==> src/hdl/hsvpwm_pkg.sv <==
// Shared types, constants and helpers for the HSV to RGBW PWM compare unit.
// No dependencies; imported by every module of the block.
package hsvpwm_pkg;

   localparam int CHAN_W     = 8;
   localparam int CMP_W      = 16;
   localparam int MCAND_W    = 16;
   localparam int MPLIER_W   = 8;
   localparam int PROD_W     = MCAND_W + MPLIER_W;
   localparam int STEP_CNT_W = $clog2(PROD_W);
   localparam int NUM_CHAN   = 4;
   localparam int CHAN_IDX_W = $clog2(NUM_CHAN);
   localparam int SEXT_W     = 3;
   localparam int CSR_IDX_W  = 2;

   localparam logic [CHAN_W-1:0] FULL_SCALE   = 8'd255;
   localparam logic [CHAN_W-1:0] HUE_SEXTANTS = 8'd6;
   localparam logic [CHAN_W-1:0] LEVEL_STEP   = 8'd10;
   localparam logic [CHAN_W-1:0] MAX_DUTY     = FULL_SCALE / LEVEL_STEP;

   localparam logic [CHAN_W-1:0] VALUE_LEVEL_RST = 8'd255;
   localparam logic [CHAN_W-1:0] WHITE_LEVEL_RST = 8'd0;
   localparam logic [CMP_W-1:0]  PWM_PERIOD_RST  = 16'd24000;
   localparam logic [CHAN_W-1:0] RED_RST         = 8'd255;
   localparam logic [CHAN_W-1:0] GREEN_RST       = 8'd0;
   localparam logic [CHAN_W-1:0] BLUE_RST        = 8'd0;
   localparam logic [CHAN_W-1:0] DUTY_RST        = 8'd10;

   // level / 10 == (level * 205) >> 11 for every 8-bit level
   localparam logic [15:0] DIV10_RECIP = 16'd205;
   localparam int          DIV10_SHIFT = 11;

   localparam logic [CSR_IDX_W-1:0] CSR_VALUE_LEVEL = 2'd0;
   localparam logic [CSR_IDX_W-1:0] CSR_WHITE_LEVEL = 2'd1;
   localparam logic [CSR_IDX_W-1:0] CSR_PWM_PERIOD  = 2'd2;

   typedef enum logic [1:0] {
      CMD_SET_COLOR = 2'd0,
      CMD_SET_LEVEL = 2'd1,
      CMD_ON        = 2'd2,
      CMD_OFF       = 2'd3
   } cmd_type;

   typedef struct packed {
      logic                start;
      logic [MCAND_W-1:0]  mcand;
      logic [MPLIER_W-1:0] mplier;
   } md_req_type;

   typedef struct packed {
      logic              done;
      logic [CMP_W-1:0]  quo;
      logic [CHAN_W-1:0] rem;
   } md_rsp_type;

   typedef struct packed {
      logic [CHAN_W-1:0] value_level;
      logic [CHAN_W-1:0] white_level;
      logic [CMP_W-1:0]  pwm_period;
   } cfg_type;

   function automatic logic [CHAN_W-1:0] div_by_ten(input logic [CHAN_W-1:0] lvl);
      logic [15:0] prod;
      prod = 16'(lvl) * DIV10_RECIP;
      return CHAN_W'(prod >> DIV10_SHIFT);
   endfunction

endpackage

==> src/hdl/hsv_to_rgbw_pwm_compare_unit.sv <==
// Top level of the HSV to RGBW PWM compare unit: control registers,
// command sequencer and serial multiply/divide unit.
// Depends on hsvpwm_pkg, hsvpwm_muldiv, hsvpwm_ctrl.
//
//   channel   ports                          transfer when
//   --------  -----------------------------  ------------------------
//   request   req_valid/req_ready + fields   req_valid & req_ready
//   result    rsp_valid/rsp_ready + fields   rsp_valid & rsp_ready
//   control   csr_write_enable/index/data    csr_write_enable
//
// Each multiply/divide-by-255 step runs through the shared serial unit:
// a multiply pass, then a divide pass, then a registered handoff of the result.
// on, set_level and zero-saturation set_color take 8 steps; set_color with
// nonzero saturation takes 14 steps; off takes none. req_ready returns in
// the same cycle that rsp_valid rises with the result.
// One request in flight; the next is taken while a result waits for rsp_ready.
// Synchronous reset restores registers and stored color/intensity.
module hsv_to_rgbw_pwm_compare_unit
   import hsvpwm_pkg::*;
(
   input  logic                 clock,
   input  logic                 reset,
   input  logic                 req_valid,
   output logic                 req_ready,
   input  logic [1:0]           req_command,
   input  logic [CHAN_W-1:0]    req_hue,
   input  logic [CHAN_W-1:0]    req_saturation,
   input  logic [CHAN_W-1:0]    req_level,
   output logic                 rsp_valid,
   input  logic                 rsp_ready,
   output logic [CMP_W-1:0]     rsp_red_compare,
   output logic [CMP_W-1:0]     rsp_green_compare,
   output logic [CMP_W-1:0]     rsp_blue_compare,
   output logic [CMP_W-1:0]     rsp_white_compare,
   input  logic                 csr_write_enable,
   input  logic [CSR_IDX_W-1:0] csr_index,
   input  logic [CMP_W-1:0]     csr_write_data
);

   logic [CHAN_W-1:0] value_level_ff;
   logic [CHAN_W-1:0] white_level_ff;
   logic [CMP_W-1:0]  pwm_period_ff;
   cfg_type           cfg;
   md_req_type        md_req;
   md_rsp_type        md_rsp;
   logic [NUM_CHAN-1:0][CMP_W-1:0] rsp_compare;

   always_ff @(posedge clock) begin
      if (reset) begin
         value_level_ff <= VALUE_LEVEL_RST;
         white_level_ff <= WHITE_LEVEL_RST;
         pwm_period_ff  <= PWM_PERIOD_RST;
      end else if (csr_write_enable) begin
         if (csr_index == CSR_VALUE_LEVEL) begin
            value_level_ff <= csr_write_data[CHAN_W-1:0];
         end
         if (csr_index == CSR_WHITE_LEVEL) begin
            white_level_ff <= csr_write_data[CHAN_W-1:0];
         end
         if (csr_index == CSR_PWM_PERIOD) begin
            pwm_period_ff <= csr_write_data;
         end
      end
   end

   assign cfg.value_level = value_level_ff;
   assign cfg.white_level = white_level_ff;
   assign cfg.pwm_period  = pwm_period_ff;

   hsvpwm_muldiv u_muldiv (
      .clock  (clock),
      .reset  (reset),
      .md_req (md_req),
      .md_rsp (md_rsp)
   );

   hsvpwm_ctrl u_ctrl (
      .clock          (clock),
      .reset          (reset),
      .cfg            (cfg),
      .req_valid      (req_valid),
      .req_ready      (req_ready),
      .req_command    (req_command),
      .req_hue        (req_hue),
      .req_saturation (req_saturation),
      .req_level      (req_level),
      .rsp_valid      (rsp_valid),
      .rsp_ready      (rsp_ready),
      .rsp_compare    (rsp_compare),
      .md_req         (md_req),
      .md_rsp         (md_rsp)
   );

   assign rsp_red_compare   = rsp_compare[0];
   assign rsp_green_compare = rsp_compare[1];
   assign rsp_blue_compare  = rsp_compare[2];
   assign rsp_white_compare = rsp_compare[3];

endmodule

==> src/hdl/hsvpwm_muldiv.sv <==
// Serial multiply-then-divide-by-255 unit: one multiplier bit, then one
// quotient bit per cycle. Depends on hsvpwm_pkg.
module hsvpwm_muldiv
   import hsvpwm_pkg::*;
(
   input  logic       clock,
   input  logic       reset,
   input  md_req_type md_req,
   output md_rsp_type md_rsp
);

   typedef enum logic [1:0] {
      MD_IDLE,
      MD_MUL,
      MD_DIV
   } md_state_type;

   md_state_type          state_ff, state_in;
   logic [STEP_CNT_W-1:0] cnt_ff, cnt_in;
   logic [MCAND_W-1:0]    mcand_ff, mcand_in;
   logic [MPLIER_W-1:0]   mplier_ff, mplier_in;
   logic [PROD_W-1:0]     work_ff, work_in;
   logic [CHAN_W-1:0]     rem_ff, rem_in;
   logic                  done_ff, done_in;
   logic [CHAN_W:0]       rem_trial;
   logic                  rem_ge;

   assign rem_trial = {rem_ff, work_ff[PROD_W-1]};
   assign rem_ge    = rem_trial >= {1'b0, FULL_SCALE};

   always_comb begin
      state_in  = state_ff;
      cnt_in    = cnt_ff;
      mcand_in  = mcand_ff;
      mplier_in = mplier_ff;
      work_in   = work_ff;
      rem_in    = rem_ff;
      done_in   = 1'b0;
      unique case (state_ff)
         MD_IDLE: begin
            if (md_req.start) begin
               mcand_in  = md_req.mcand;
               mplier_in = md_req.mplier;
               work_in   = '0;
               cnt_in    = STEP_CNT_W'(MPLIER_W - 1);
               state_in  = MD_MUL;
            end
         end
         MD_MUL: begin
            work_in   = (work_ff << 1) +
                        (mplier_ff[MPLIER_W-1] ? PROD_W'(mcand_ff) : '0);
            mplier_in = mplier_ff << 1;
            cnt_in    = cnt_ff - 1'b1;
            if (cnt_ff == '0) begin
               rem_in   = '0;
               cnt_in   = STEP_CNT_W'(PROD_W - 1);
               state_in = MD_DIV;
            end
         end
         MD_DIV: begin
            rem_in  = rem_ge ? CHAN_W'(rem_trial - {1'b0, FULL_SCALE})
                             : CHAN_W'(rem_trial);
            work_in = {work_ff[PROD_W-2:0], rem_ge};
            cnt_in  = cnt_ff - 1'b1;
            if (cnt_ff == '0) begin
               done_in  = 1'b1;
               state_in = MD_IDLE;
            end
         end
         default: state_in = MD_IDLE;
      endcase
   end

   always_ff @(posedge clock) begin
      if (reset) begin
         state_ff <= MD_IDLE;
         cnt_ff   <= '0;
         done_ff  <= 1'b0;
      end else begin
         state_ff <= state_in;
         cnt_ff   <= cnt_in;
         done_ff  <= done_in;
      end
      mcand_ff  <= mcand_in;
      mplier_ff <= mplier_in;
      work_ff   <= work_in;
      rem_ff    <= rem_in;
   end

   assign md_rsp.done = done_ff;
   assign md_rsp.quo  = work_ff[CMP_W-1:0];
   assign md_rsp.rem  = rem_ff;

   a_done_after_div: assert property (@(posedge clock) disable iff (reset)
      done_ff |-> $past(state_ff == MD_DIV))
      else $error("done without a divide pass");

   a_rem_below_divisor: assert property (@(posedge clock) disable iff (reset)
      (state_ff == MD_DIV) |-> (rem_ff != FULL_SCALE))
      else $error("partial remainder reached divisor");

   a_start_when_idle: assert property (@(posedge clock) disable iff (reset)
      md_req.start |-> (state_ff == MD_IDLE))
      else $error("start while busy");

endmodule

==> src/hdl/hsvpwm_ctrl.sv <==
// Command sequencer: HSV conversion and compare scaling through the shared
// serial unit, level update by div_by_ten; holds the result register.
// Depends on hsvpwm_pkg.
module hsvpwm_ctrl
   import hsvpwm_pkg::*;
(
   input  logic                        clock,
   input  logic                        reset,
   input  cfg_type                     cfg,
   input  logic                        req_valid,
   output logic                        req_ready,
   input  logic [1:0]                  req_command,
   input  logic [CHAN_W-1:0]           req_hue,
   input  logic [CHAN_W-1:0]           req_saturation,
   input  logic [CHAN_W-1:0]           req_level,
   output logic                        rsp_valid,
   input  logic                        rsp_ready,
   output logic [NUM_CHAN-1:0][CMP_W-1:0] rsp_compare,
   output md_req_type                  md_req,
   input  md_rsp_type                  md_rsp
);

   typedef enum logic [3:0] {
      ST_IDLE,
      ST_SEXT,
      ST_P,
      ST_X,
      ST_Q,
      ST_Y,
      ST_T,
      ST_SCALE_A,
      ST_SCALE_C,
      ST_OUT
   } ctrl_state_type;

   ctrl_state_type                 state_ff, state_in;
   logic                           pend_ff, pend_in;
   logic [CHAN_W-1:0]              hue_ff, hue_in;
   logic [CHAN_W-1:0]              sat_ff, sat_in;
   logic [SEXT_W-1:0]              sext_ff, sext_in;
   logic [CHAN_W-1:0]              frac_ff, frac_in;
   logic [CHAN_W-1:0]              p_ff, p_in;
   logic [CHAN_W-1:0]              q_ff, q_in;
   logic [CHAN_W-1:0]              tmp_ff, tmp_in;
   logic [CHAN_W-1:0]              red_ff, red_in;
   logic [CHAN_W-1:0]              green_ff, green_in;
   logic [CHAN_W-1:0]              blue_ff, blue_in;
   logic [CHAN_W-1:0]              duty_ff, duty_in;
   logic [CHAN_IDX_W-1:0]          ch_ff, ch_in;
   logic [CMP_W-1:0]               scaled_ff, scaled_in;
   logic [NUM_CHAN-1:0][CMP_W-1:0] cmp_ff, cmp_in;
   logic                           rsp_valid_ff, rsp_valid_in;
   logic [NUM_CHAN-1:0][CMP_W-1:0] rsp_cmp_ff, rsp_cmp_in;

   logic              op_state;
   logic              op_done;
   logic [CHAN_W-1:0] chan_sel;
   logic [CHAN_W-1:0] t_val;

   assign op_state = (state_ff != ST_IDLE) && (state_ff != ST_OUT);
   assign op_done  = pend_ff && md_rsp.done;
   assign t_val    = md_rsp.quo[CHAN_W-1:0];

   always_comb begin
      unique case (ch_ff)
         2'd0:    chan_sel = red_ff;
         2'd1:    chan_sel = green_ff;
         2'd2:    chan_sel = blue_ff;
         default: chan_sel = cfg.white_level;
      endcase
   end

   always_comb begin
      md_req.start  = op_state && !pend_ff;
      md_req.mcand  = '0;
      md_req.mplier = '0;
      unique case (state_ff)
         ST_SEXT: begin
            md_req.mcand  = MCAND_W'(hue_ff);
            md_req.mplier = HUE_SEXTANTS;
         end
         ST_P: begin
            md_req.mcand  = MCAND_W'(cfg.value_level);
            md_req.mplier = FULL_SCALE - sat_ff;
         end
         ST_X: begin
            md_req.mcand  = MCAND_W'(sat_ff);
            md_req.mplier = frac_ff;
         end
         ST_Y: begin
            md_req.mcand  = MCAND_W'(sat_ff);
            md_req.mplier = FULL_SCALE - frac_ff;
         end
         ST_Q, ST_T: begin
            md_req.mcand  = MCAND_W'(cfg.value_level);
            md_req.mplier = FULL_SCALE - tmp_ff;
         end
         ST_SCALE_A: begin
            md_req.mcand  = cfg.pwm_period;
            md_req.mplier = chan_sel;
         end
         ST_SCALE_C: begin
            md_req.mcand  = scaled_ff;
            md_req.mplier = duty_ff;
         end
         default: begin
            md_req.mcand  = '0;
            md_req.mplier = '0;
         end
      endcase
   end

   assign req_ready = (state_ff == ST_IDLE);

   always_comb begin
      state_in     = state_ff;
      pend_in      = pend_ff;
      hue_in       = hue_ff;
      sat_in       = sat_ff;
      sext_in      = sext_ff;
      frac_in      = frac_ff;
      p_in         = p_ff;
      q_in         = q_ff;
      tmp_in       = tmp_ff;
      red_in       = red_ff;
      green_in     = green_ff;
      blue_in      = blue_ff;
      duty_in      = duty_ff;
      ch_in        = ch_ff;
      scaled_in    = scaled_ff;
      cmp_in       = cmp_ff;
      rsp_valid_in = rsp_valid_ff;
      rsp_cmp_in   = rsp_cmp_ff;

      if (md_req.start) begin
         pend_in = 1'b1;
      end else if (op_done) begin
         pend_in = 1'b0;
      end
      if (rsp_valid_ff && rsp_ready) begin
         rsp_valid_in = 1'b0;
      end

      unique case (state_ff)
         ST_IDLE: begin
            if (req_valid) begin
               hue_in = req_hue;
               sat_in = req_saturation;
               ch_in  = '0;
               unique case (cmd_type'(req_command))
                  CMD_OFF: begin
                     cmp_in   = '0;
                     state_in = ST_OUT;
                  end
                  CMD_SET_LEVEL: begin
                     duty_in  = div_by_ten(req_level);
                     state_in = ST_SCALE_A;
                  end
                  CMD_ON: begin
                     state_in = ST_SCALE_A;
                  end
                  default: begin
                     if (req_saturation == '0) begin
                        red_in   = cfg.value_level;
                        green_in = cfg.value_level;
                        blue_in  = cfg.value_level;
                        state_in = ST_SCALE_A;
                     end else begin
                        state_in = ST_SEXT;
                     end
                  end
               endcase
            end
         end
         ST_SEXT: begin
            if (op_done) begin
               sext_in  = md_rsp.quo[SEXT_W-1:0];
               frac_in  = md_rsp.rem;
               state_in = ST_P;
            end
         end
         ST_P: begin
            if (op_done) begin
               p_in     = md_rsp.quo[CHAN_W-1:0];
               state_in = ST_X;
            end
         end
         ST_X: begin
            if (op_done) begin
               tmp_in   = md_rsp.quo[CHAN_W-1:0];
               state_in = ST_Q;
            end
         end
         ST_Q: begin
            if (op_done) begin
               q_in     = md_rsp.quo[CHAN_W-1:0];
               state_in = ST_Y;
            end
         end
         ST_Y: begin
            if (op_done) begin
               tmp_in   = md_rsp.quo[CHAN_W-1:0];
               state_in = ST_T;
            end
         end
         ST_T: begin
            if (op_done) begin
               // hue 255 lands in sextant 6, handled like sextant 5
               unique case (sext_ff)
                  3'd0: begin
                     red_in = cfg.value_level; green_in = t_val; blue_in = p_ff;
                  end
                  3'd1: begin
                     red_in = q_ff; green_in = cfg.value_level; blue_in = p_ff;
                  end
                  3'd2: begin
                     red_in = p_ff; green_in = cfg.value_level; blue_in = t_val;
                  end
                  3'd3: begin
                     red_in = p_ff; green_in = q_ff; blue_in = cfg.value_level;
                  end
                  3'd4: begin
                     red_in = t_val; green_in = p_ff; blue_in = cfg.value_level;
                  end
                  default: begin
                     red_in = cfg.value_level; green_in = p_ff; blue_in = q_ff;
                  end
               endcase
               state_in = ST_SCALE_A;
            end
         end
         ST_SCALE_A: begin
            if (op_done) begin
               scaled_in = md_rsp.quo;
               state_in  = ST_SCALE_C;
            end
         end
         ST_SCALE_C: begin
            if (op_done) begin
               cmp_in[ch_ff] = md_rsp.quo;
               ch_in         = ch_ff + 1'b1;
               state_in      = (ch_ff == CHAN_IDX_W'(NUM_CHAN - 1)) ? ST_OUT : ST_SCALE_A;
            end
         end
         ST_OUT: begin
            if (!rsp_valid_ff || rsp_ready) begin
               rsp_valid_in = 1'b1;
               rsp_cmp_in   = cmp_ff;
               state_in     = ST_IDLE;
            end
         end
         default: state_in = ST_IDLE;
      endcase
   end

   always_ff @(posedge clock) begin
      if (reset) begin
         state_ff     <= ST_IDLE;
         pend_ff      <= 1'b0;
         red_ff       <= RED_RST;
         green_ff     <= GREEN_RST;
         blue_ff      <= BLUE_RST;
         duty_ff      <= DUTY_RST;
         rsp_valid_ff <= 1'b0;
      end else begin
         state_ff     <= state_in;
         pend_ff      <= pend_in;
         red_ff       <= red_in;
         green_ff     <= green_in;
         blue_ff      <= blue_in;
         duty_ff      <= duty_in;
         rsp_valid_ff <= rsp_valid_in;
      end
      hue_ff     <= hue_in;
      sat_ff     <= sat_in;
      sext_ff    <= sext_in;
      frac_ff    <= frac_in;
      p_ff       <= p_in;
      q_ff       <= q_in;
      tmp_ff     <= tmp_in;
      ch_ff      <= ch_in;
      scaled_ff  <= scaled_in;
      cmp_ff     <= cmp_in;
      rsp_cmp_ff <= rsp_cmp_in;
   end

   assign rsp_valid   = rsp_valid_ff;
   assign rsp_compare = rsp_cmp_ff;

   a_done_only_pending: assert property (@(posedge clock) disable iff (reset)
      md_rsp.done |-> pend_ff)
      else $error("serial unit result with no request pending");

   a_duty_range: assert property (@(posedge clock) disable iff (reset)
      duty_ff <= MAX_DUTY)
      else $error("duty intensity out of range");

   a_rsp_from_out: assert property (@(posedge clock) disable iff (reset)
      $rose(rsp_valid_ff) |-> $past(state_ff == ST_OUT))
      else $error("result raised outside output state");

endmodule

==> config.mk <==
export PLATFORM = sky130hd
export DESIGN_NAME = hsv_to_rgbw_pwm_compare_unit
export DESIGN_NICKNAME = d
export VERILOG_FILES = /design/src/hdl/hsvpwm_pkg.sv /design/src/hdl/hsv_to_rgbw_pwm_compare_unit.sv /design/src/hdl/hsvpwm_muldiv.sv /design/src/hdl/hsvpwm_ctrl.sv
export SDC_FILE = /design/constraint.sdc
export NUM_CORES = 1
export LEC_CHECK = 0
export BUFFER_PORTS_ARGS = -buffer_cell sky130_fd_sc_hd__buf_2
export CAP_MARGIN = 20
export CORE_ASPECT_RATIO = 2
export CORE_MARGIN = 5
export CORE_UTILIZATION = 50
export DETAILED_ROUTE_END_ITERATION = 6
export PLACE_DENSITY = 0.68
export RECOVER_POWER = 50
export SLEW_MARGIN = 30
export SYNTH_ARGS = -nofsm -noshare
export SYNTH_HDL_FRONTEND = slang
export SYNTH_SLANG_ARGS = --single-unit
==> constraint.sdc <==
create_clock -name clock -period 5.4 [get_ports clock]
set_input_delay 0.54 -clock clock [delete_from_list [all_inputs] [get_ports clock]]
set_output_delay 0.54 -clock clock [all_outputs]
set_load 0.03 [all_outputs]
; ---- Word level (Yosys, flattened, before mapping)
; Index checks and enable logic that the tools add are counted.
; Widths: inputs -> output; s select.
[op_classes]
n_bitwise = 1
n_mux = 59
n_reduce_logical = 51
eq_ne = 40
order_cmp = 3
n_addsub = 7
multipliers = 1
[op_table]
columns = operator, count
row1 = $mux 64, 3
row2 = $pmux 24 s7, 1
row3 = $pmux 64 s2, 1
row4 = $pmux 8 s3, 4
row5 = $pmux 8 s2, 5
row6 = $mux 8, 9
row7 = $pmux 24 s3, 1
row8 = $bwmux 64, 1
row9 = $mux 4, 11
row10 = $pmux 4 s10, 1
row11 = $demux 16 s2, 1
row12 = $mux 16, 2
row13 = $reduce_and 2->1, 14
row14 = $ne 2x1->1 const B, 13
row15 = $add 24x24->24, 1
row16 = $mux 24, 1
row17 = $sub 8x8->8 const A, 3
row18 = $eq 4x3->1 const B, 4
row19 = $mul 8x8->16 const B, 1
row20 = $reduce_or 2->1, 8
row21 = $pmux 5 s3, 1
row22 = $eq 2x2->1 const B, 6
row23 = $mux 2, 5
row24 = $mux 5, 2
row25 = 37 further kinds, 63
[word_totals]
out_inout_bits = 66
inputBits = 49
word_cells = 196
reg_bits = 328

; ---- Logic depth before layout (Yosys ltp)
; Gate-level depths: netlist (run 1).
[logic_depth]
depth_word = 7
mapped_depth = 14
mapped_depth_nobuf = 14

; ---- Hierarchy
; Synthesis (run 1) repeated with hierarchy kept, for this count alone.
[unflattened]
hier_cells = 1418
area_unflattened_um2 = 16344.4
[modules_own_cells]
columns = mod, n_inst, area_per_inst_um2, cells_per_inst, seq_area_each_um2
row1 = hsvpwm_ctrl, 1, 11182.0, 914, 6616.3
row2 = hsvpwm_muldiv, 1, 3822.4, 371, 1841.8
row3 = hsv_to_rgbw_pwm_compare_unit, 1, 1340.0, 133, 640.6

; ---- Worst setup path before layout (run 1)
; OpenSTA, ideal clock, no wires.
[synth_timing]
path_kind = flip-flop to flip-flop
startpoint = register u_ctrl.state_ff[3]
endpoint = register u_ctrl.cmp_ff[0] (netlist bit), enable pin
required_ps = 4893
period_less_slack_ps = 4968
arrival_time_ps = 4461
n_path_buf = 3
setup_time_ps = 507
stages_incl_launch_ff = 6
setup_slack_ps = 432
cell_sequence = dfxtp_1 clkbuf_1 clkbuf_1 buf_1 nand3_1 a21oi_1
[synth_between]
elab_chain_cells = 3
elab_cells_between_ends = 7
cone_classes = eq/ne (4) / reduce/logical (3)
[synth_lines]
columns = item, line
row1 = start: declaration, hsvpwm_ctrl.sv:36  ; ctrl_state_type state_ff, state_in;
row2 = start signal: assignment, hsvpwm_ctrl.sv:266  ; state_ff <= state_in;
row3 = $eq 4x4->1 or $logic_not 4->1 (tied branches), hsvpwm_ctrl.sv:144  ; unique case (state_ff)
row4 = $ne 2x1->1 (no source line) (tied with other cells), n/a
row5 = $reduce_and 4->1 (no source line) (*), n/a
row6 = end signal: assignment, hsvpwm_ctrl.sv:283  ; cmp_ff <= cmp_in;
row7 = end: declaration, hsvpwm_ctrl.sv:51  ; logic [NUM_CHAN-1:0][CMP_W-1:0] cmp_ff, cmp_in;
; Mark *: on every way between the ends. The rest lies on a longest branch, timed or not.
; A chain may end at the register's enable or synchronous reset.

; ---- Final worst setup path (run 1)
[layout_timing]
startpoint = register u_ctrl.state_ff[2]
endpoint = register u_ctrl.cmp_ff[5] (netlist bit) (data pin)
[layout_between]
elab_chain_cells = 2
elab_cells_between_ends = 3
cone_classes = eq/ne (1) / mux (1) / reduce/logical (1)
[layout_lines]
columns = item, line
row1 = $eq 4x4->1 or $logic_not 4->1 (tied branches), hsvpwm_ctrl.sv:144
row2 = $pmux 64 s2 (*), hsvpwm_ctrl.sv:144
; Marked as above.

==> flow_summary.toml, run 1 <==
[run_status]
status = "complete, but fails checks"
violations = "design-rule violations, max-capacitance violations, max-slew violations"

[die]
die_area_um2 = 36000
core_um2 = 31700
io_pins = 115
fp.dieH_um = 263
die_w_um = 137
rows = 92
start_util = 0.506

[clock_tree]
cts-resized-gates = 0
cts_setup_buffers = 0
cts_tree = "built"
cts.sinks = 328
cts-root-buf = "clkbuf_16"
cts-hold-fix-buffers = 0
clockBufferDepth = 3
clkLatencyLatePin_ns = 0.56
htreeDepth = 1
cts.clk_slew.worst_paths_ns = 0.07
cts_buffers = 27

[sta]
setup_viol = 0
worst_pin_slew_ns = 3.19
hold_viol = 0
slew_viol_final = 118
rsz0062_at_grt = "false"
post-route-period-util = 0.773
max_freq_mhz = 240
clock_skew_ns = 0.0134
slew_headroom = -1.12
tns_ns = 0
post-route-min-period_ns = 4.17

[routing]
num_vias = 11500
wl_mm = 42.8
antenna_left = 0
drcViolationCount = 4
drt_iter0_drc = 891
wire_per_inst_um = 22.3
drt_first_pass_iters = 7
vias_per_cell = 5.98

[logic_synthesis]
synth_compound_area_frac = 0.147
synthAdderAreaFrac = 0.0707
syn_inst = 1389
synth-seq-cells = 328
ys_warn_count = 0
syn_area_um2 = 16000
ys_types = 75
synth_edf_count = 253
syn_avg_cell_area_um2 = 11.5
synthMuxAreaShare = 0.0496
synth_xor_area_frac = 0.0142
yosys.area_share.simple = 0.117
yosysSeqAreaShare = 0.568
syn_nets = 1522
synthArstFlopShare = 0
ys.flop_type = "edfxtp_1"
synth_top_family_by_area = "compound AO/OA/AOI/OAI gates"

[grt]
grt_use_met1 = 0.246
met2_usage = 0.436
grt_util_all_layers = 0.234
antenna_found_initial = 0
grt_max_degree = 66
top_usage_layer = "met2"
overflow = 0
grt_pass1_vias = 11300
grt_pass1_wl_mm = 64.8
use_met3 = 0.0290

[setup_path]
r2r_slack_ns = 1.23
cp_max_fo = 65
path_class = "flip-flop to flip-flop"
reg2reg_depth = 4
endpoint_kind = "flip-flop"
reg2reg_to = "u_ctrl.cmp_ff[5]"
required_ns = 5.59
crit_arrival_ns = 4.36
cp-endpoint = "u_ctrl.cmp_ff[5]"
cp-startpoint = "u_ctrl.state_ff[2]"
reg2reg_from = "u_ctrl.state_ff[2]"
crit_path_start_kind = "flip-flop"

[power_and_ir_drop]
swShare = 0.373
peakVddDrop_mv = 0.248
p_leak_uw = 0.00644
power.switching_uw = 3220
power_frac_clock = 0.226
p_int_uw = 5400
p_per_area_nw_per_um2 = 486
p_seq_frac = 0.441
pwr-share-comb = 0.333

[placed_design]
dp_hpwl_mm = 31.0
dp.cells = 1866
portBuffers = 114
gp_congestion = 0.969

[finish]
stdcell_count = 1915
final_common_cell = "edfxtp_1"
final_cell_mix = "253 x edfxtp_1, 124 x nand2_1, 123 x nor2_1"
layout-area-overhead-vs-synth_pct = 10.7
insertedDiodeCount = 0
n_fill_cell = 2783
drive_gt1_frac = 0.0851
nets = 1606

[worst_hold_path]
hp-class = "input port to flip-flop"

[job]
max-cap-violations = 2
[cell usage after synthesis, drive strengths merged, types with 3 or more instances]
library cell	instances	area, µm²
a21o	13	97.6
nor2b	19	119
xor2	13	114
ha	73	913
nand4	4	25.0
nand3b	11	82.6
nand2	126	475
and3	7	43.8
mux2	4	45.0
or2	3	21.3
a221oi	4	52.6
o22ai	26	176
dfxtp	75	1500
a211o	17	149
a22o	12	105
nand3	15	80.1
a31oi	4	25.0
nor4	5	31.3
nor3	15	86.3
inv	50	188
mux2i	75	751
and2	22	138
a22oi	22	165
nor2	124	473
o31ai	6	50.1
o21bai	5	37.5
edfxtp	253	7600
a222oi	16	160
clkbuf	54	203
o221ai	18	164
nor3b	6	45.0
nand2b	18	113
o211ai	32	245
or3	11	68.8
a21oi	90	454
fa	11	220
o21ai	52	260
buf	31	149
a211oi	7	52.6
xnor2	13	114
or4	4	30.0
[power by group through the flow]
| stage | clock (µW) | combinational [µW] | sequential (µW) |
|---|---|---|---|
| 2_1_floorplan | 0 | 2090 | 3590 |
| 3_3_place_gp | 0 | 2810 | 3840 |
| 3_5_place_dp | 0 | 2860 | 3850 |
| 4_1_cts | 1980 | 2880 | 3790 |
| 5_1_grt | 2090 | 3130 | 3830 |
| 6_report | 1950 | 2870 | 3800 |
[worst min-delay path by stage]
| stage | start | end | slack (ns) | depth (start not counted) |
|---|---|---|---|---|
| floorplan | u_muldiv.work_ff[15] | u_ctrl.scaled_ff[15] | 0.42 | 0 |
| global placement | u_ctrl.cmp_ff[32] | u_ctrl.rsp_compare[32] | 0.43 | 0 |
| detailed placement | u_ctrl.cmp_ff[3] | u_ctrl.rsp_compare[3] | 0.43 | 0 |
| CTS | req_hue[1] | u_ctrl.hue_ff[1] | 0.14 | 1 |
| global route | req_hue[2] | u_ctrl.hue_ff[2] | 0.14 | 1 |
| finish | req_hue[1] | u_ctrl.hue_ff[1] | 0.16 | 1 |
[state kept, by name, summed over array words and instances, names as in the netlist, 8 cells and up]
| name | cells |
|---|---|
| u_ctrl.tmp_ff | 8 |
| u_muldiv.work_ff | 24 |
| u_ctrl.blue_ff | 8 |
| u_ctrl.rsp_compare | 64 |
| u_ctrl.red_ff | 8 |
| pwm_period_ff | 16 |
| white_level_ff | 8 |
| u_ctrl.hue_ff | 8 |
| value_level_ff | 8 |
| u_ctrl.q_ff | 8 |
| u_muldiv.rem_ff | 8 |
| u_ctrl.sat_ff | 8 |
| u_ctrl.green_ff | 8 |
| u_ctrl.scaled_ff | 16 |
| u_ctrl.p_ff | 8 |
| u_muldiv.mplier_ff | 8 |
| u_ctrl.cmp_ff | 64 |
| u_ctrl.frac_ff | 8 |
| u_muldiv.mcand_ff | 16 |
[worst max-delay path: stages, from the launching register on]
cell	delay (ns)
dfxtp_1	0.76
nor3_1	0.39
nand2_2	0.20
clkbuf_1	2.25
nor2_1	0.17
[per-layer routing]
metal  vias up  share of wire
met3       129          0.046
met1      5570           0.35
li1       5328              -
met5         -              0
met2       432           0.54
met4         0          0.064
[cells by family after synthesis]
| kind of cell | after synthesis |
|---|---|
| simple gates | 395 |
| compound gates | 341 |
| flops | 328 |
| buf+inv | 136 |
| fa+ha+maj | 84 |
| mux | 79 |
| xor+xnor | 26 |
[area by class of cell]
| cell class | instances | area [µm²] | area share |
|---|---|---|---|
| Sequential cell | 328 | 9100 | 0.513 |
| Multi-Input combinational cell | 925 | 6430 | 0.362 |
| Clock buffer | 43 | 807 | 0.0455 |
| Timing Repair Buffer | 140 | 643 | 0.0362 |
| Tap cell | 423 | 529 | 0.0298 |
| Inverter | 51 | 191 | 0.0108 |
| Clock inverter | 5 | 52.6 | 0.00296 |
[through the flow]
stage                     total power, µW  setup WS, ns  hold WS, ns  area [µm²]  utilization
after floorplan                      5680         0.432        0.424       16000            -
after global placement               6650          1.26        0.434       17000        0.537
after detailed placement             6710          1.21        0.435       17000        0.537
after CTS                            8650          1.77        0.136       17900        0.565
after global routing                 9050          1.01        0.141       17700        0.561
final                                8620          1.23        0.162       17700        0.561
No activity file was read; power rests on OpenSTA's default activity.
==> run 2, diff against run 1 <==
--- a/config.mk
+++ b/config.mk
@@ -11,7 +11,7 @@
 export CORE_MARGIN = 5
 export CORE_UTILIZATION = 50
 export DETAILED_ROUTE_END_ITERATION = 6
-export PLACE_DENSITY = 0.68
+export PLACE_DENSITY = 0.71
 export RECOVER_POWER = 50
 export SLEW_MARGIN = 30
 export SYNTH_ARGS = -nofsm -noshare
==> constraint.sdc (replaced) <==
create_clock -name clock -period 3.5 [get_ports clock]
set_input_delay 0.35 -clock clock [delete_from_list [all_inputs] [get_ports clock]]
set_output_delay 0.35 -clock clock [all_outputs]
set_load 0.03 [all_outputs]
==> flow_summary.toml, run 2 (synthesis results as in run 1) <==
[setup_path]
crit_path_start_kind = "flip-flop"
reg2reg_from = "u_muldiv.work_ff[1]"
crit_arrival_ns = 3.68
max_stage_delay_ns = 0.73
cp_max_fo = 13
r2r_slack_ns = 0.13
required_ns = 3.81
reg2reg_depth = 9
path_class = "flip-flop to flip-flop"
endpoint_kind = "flip-flop"
reg2reg_to = "u_muldiv.work_ff[22]"
slowest_stage = "clkbuf_1"
cp-endpoint = "u_muldiv.work_ff[22]"
crit_chain = "clkbuf_1, ha_1, a211oi_1, o21bai_1, a21oi_2, o211ai_2, a41oi_2, or4_1, nand3_1"
cp-startpoint = "u_muldiv.work_ff[1]"

[sta]
setup_viol = 0
rsz0062_at_grt = "false"
slew_viol_final = 82
fin_hold_ws_ns = 0.0110
max_freq_mhz = 297
worst_pin_slew_ns = 1.95
clock_skew_ns = 0.0112
tns_ns = 0
slew_headroom = -0.305
hold_viol = 0
post-route-period-util = 0.963
post-route-min-period_ns = 3.37

[run_status]
status = "complete, but fails checks"
violations = "max-capacitance violations, max-slew violations"

[finish]
layout-area-overhead-vs-synth_pct = 14.2
final_core_util = 0.578
stdcell_count = 1975
final_common_cell = "edfxtp_1"
final_cell_mix = "253 x edfxtp_1, 124 x nand2_1, 123 x nor2_1"
nets = 1663
drive_gt1_frac = 0.112
insertedDiodeCount = 0

[routing]
wl_met2_mm = 22.4
num_vias = 11700
drt-met1-wl_mm = 14.2
dr_wl_met3_mm = 2.15
drt_iter0_drc = 1046
drcViolationCount = 0
wl_mm = 42.4
antenna_left = 0
vias_per_cell = 5.94
drt_first_pass_iters = 6
wire_per_inst_um = 21.5
top_layer = "met4"

[clock_tree]
cts.clk_slew.worst_paths_ns = 0.07
cts_buffers = 28
clockBufferDepth = 3
cts-resized-gates = 0
cts_tree = "built"
htreeDepth = 1
cts.sinks = 328
cts-root-buf = "clkbuf_16"
clkLatencyLatePin_ns = 0.57

[placed_design]
dp.cells = 1905
gp_congestion = 0.958
dp_hpwl_mm = 31.3
portBuffers = 114

[job]
max-cap-violations = 2

[worst_hold_path]
hp-class = "input port to flip-flop"

[die]
core_um2 = 31700
fp.dieH_um = 263
start_util = 0.506
die_w_um = 137
io_pins = 115
die_area_um2 = 36000
rows = 92

[grt]
grt_pass1_wl_mm = 65.2
grt_max_degree = 65
overflow = 0
grt_util_all_layers = 0.234
antenna_found_initial = 0
grt_pass1_vias = 11800

[power_and_ir_drop]
p_per_area_nw_per_um2 = 745
p_leak_uw = 0.00674
power_uw = 13600
peakVddDrop_mv = 0.413
-- run 2: changes by cell type in the layout (fill, tap and decap cells not counted), moves of 3 or more --
cell	delta
clkbuf_8	-4
clkinv_4	+3
clkbuf_1	-4
buf_4	+34
dlygate4sd3_1	+18
clkinvlp_4	+4
clkinv_2	+3
-- run 2: critical path: cells and delay by family, from the launching register on --
family	cells	cell delay, ns
AOI/OAI and AO/OA	5	1.36
adders and majority gates	1	0.38
buffers and inverters	1	0.73
DFF	1	0.35
and+or+nand+nor	2	0.27
-- run 2: repair_timing --
| action | in CTS | in global routing |
|---|---|---|
| endpoints found under the hold margin | 18 | 0 |
| hold buffers | 18 | 0 |
| buffers inserted | 0 | 0 |
-- run 2: where the power goes --
group          leakage [µW]  total [µW]  switching, µW  internal [µW]
logic               0.00334        4790           3080           1720
clock network      0.000442        3160           1460           1700
registers           0.00296        5680            556           5120
total               0.00674       13600           5090           8540
-- run 2: cell type report --
| cell class | count | area [µm²] |
|---|---|---|
| clock buffers | 34 | 754 |
| clock inverters | 18 | 166 |
| fillers | 2683 | 13300 |
| inverters | 51 | 191 |
| multi-input cells | 925 | 6460 |
| flip-flops and latches | 328 | 9100 |
| well taps | 423 | 529 |
| repair buffers | 196 | 1110 |
-- run 2: how the worst min path moves through the flow --
| stage | slack [ns] | depth (start not counted) | endpoint | startpoint |
|---|---|---|---|---|
| global placement | 0.43 | 0 | u_ctrl.rsp_compare[55] | u_ctrl.cmp_ff[55] |
| global route | 0.02 | 3 | pwm_period_ff[14] | csr_write_data[14] |
| CTS | 0.0002 | 3 | pwm_period_ff[12] | csr_write_data[12] |
| detailed placement | 0.43 | 0 | u_ctrl.rsp_compare[13] | u_ctrl.cmp_ff[13] |
| floorplan | 0.42 | 0 | u_ctrl.scaled_ff[15] | u_muldiv.work_ff[15] |
| finish | 0.01 | 3 | pwm_period_ff[12] | csr_write_data[12] |
-- run 2: through the flow --
stage	worst slack (ns)	area (µm²)
2_1_floorplan	0.00730	16100
3_5_place_dp	-0.323	17400
4_1_cts	0.258	18500
5_1_grt	0.0537	18300
3_3_place_gp	-0.239	17400
6_report	0.130	18300
-- run 2: metal layers --
metal	track usage	up-vias
li1	-	5450
met1	0.240	5654
met2	0.426	468
met3	0.0264	161
met4	0.174	0
met5	0	-
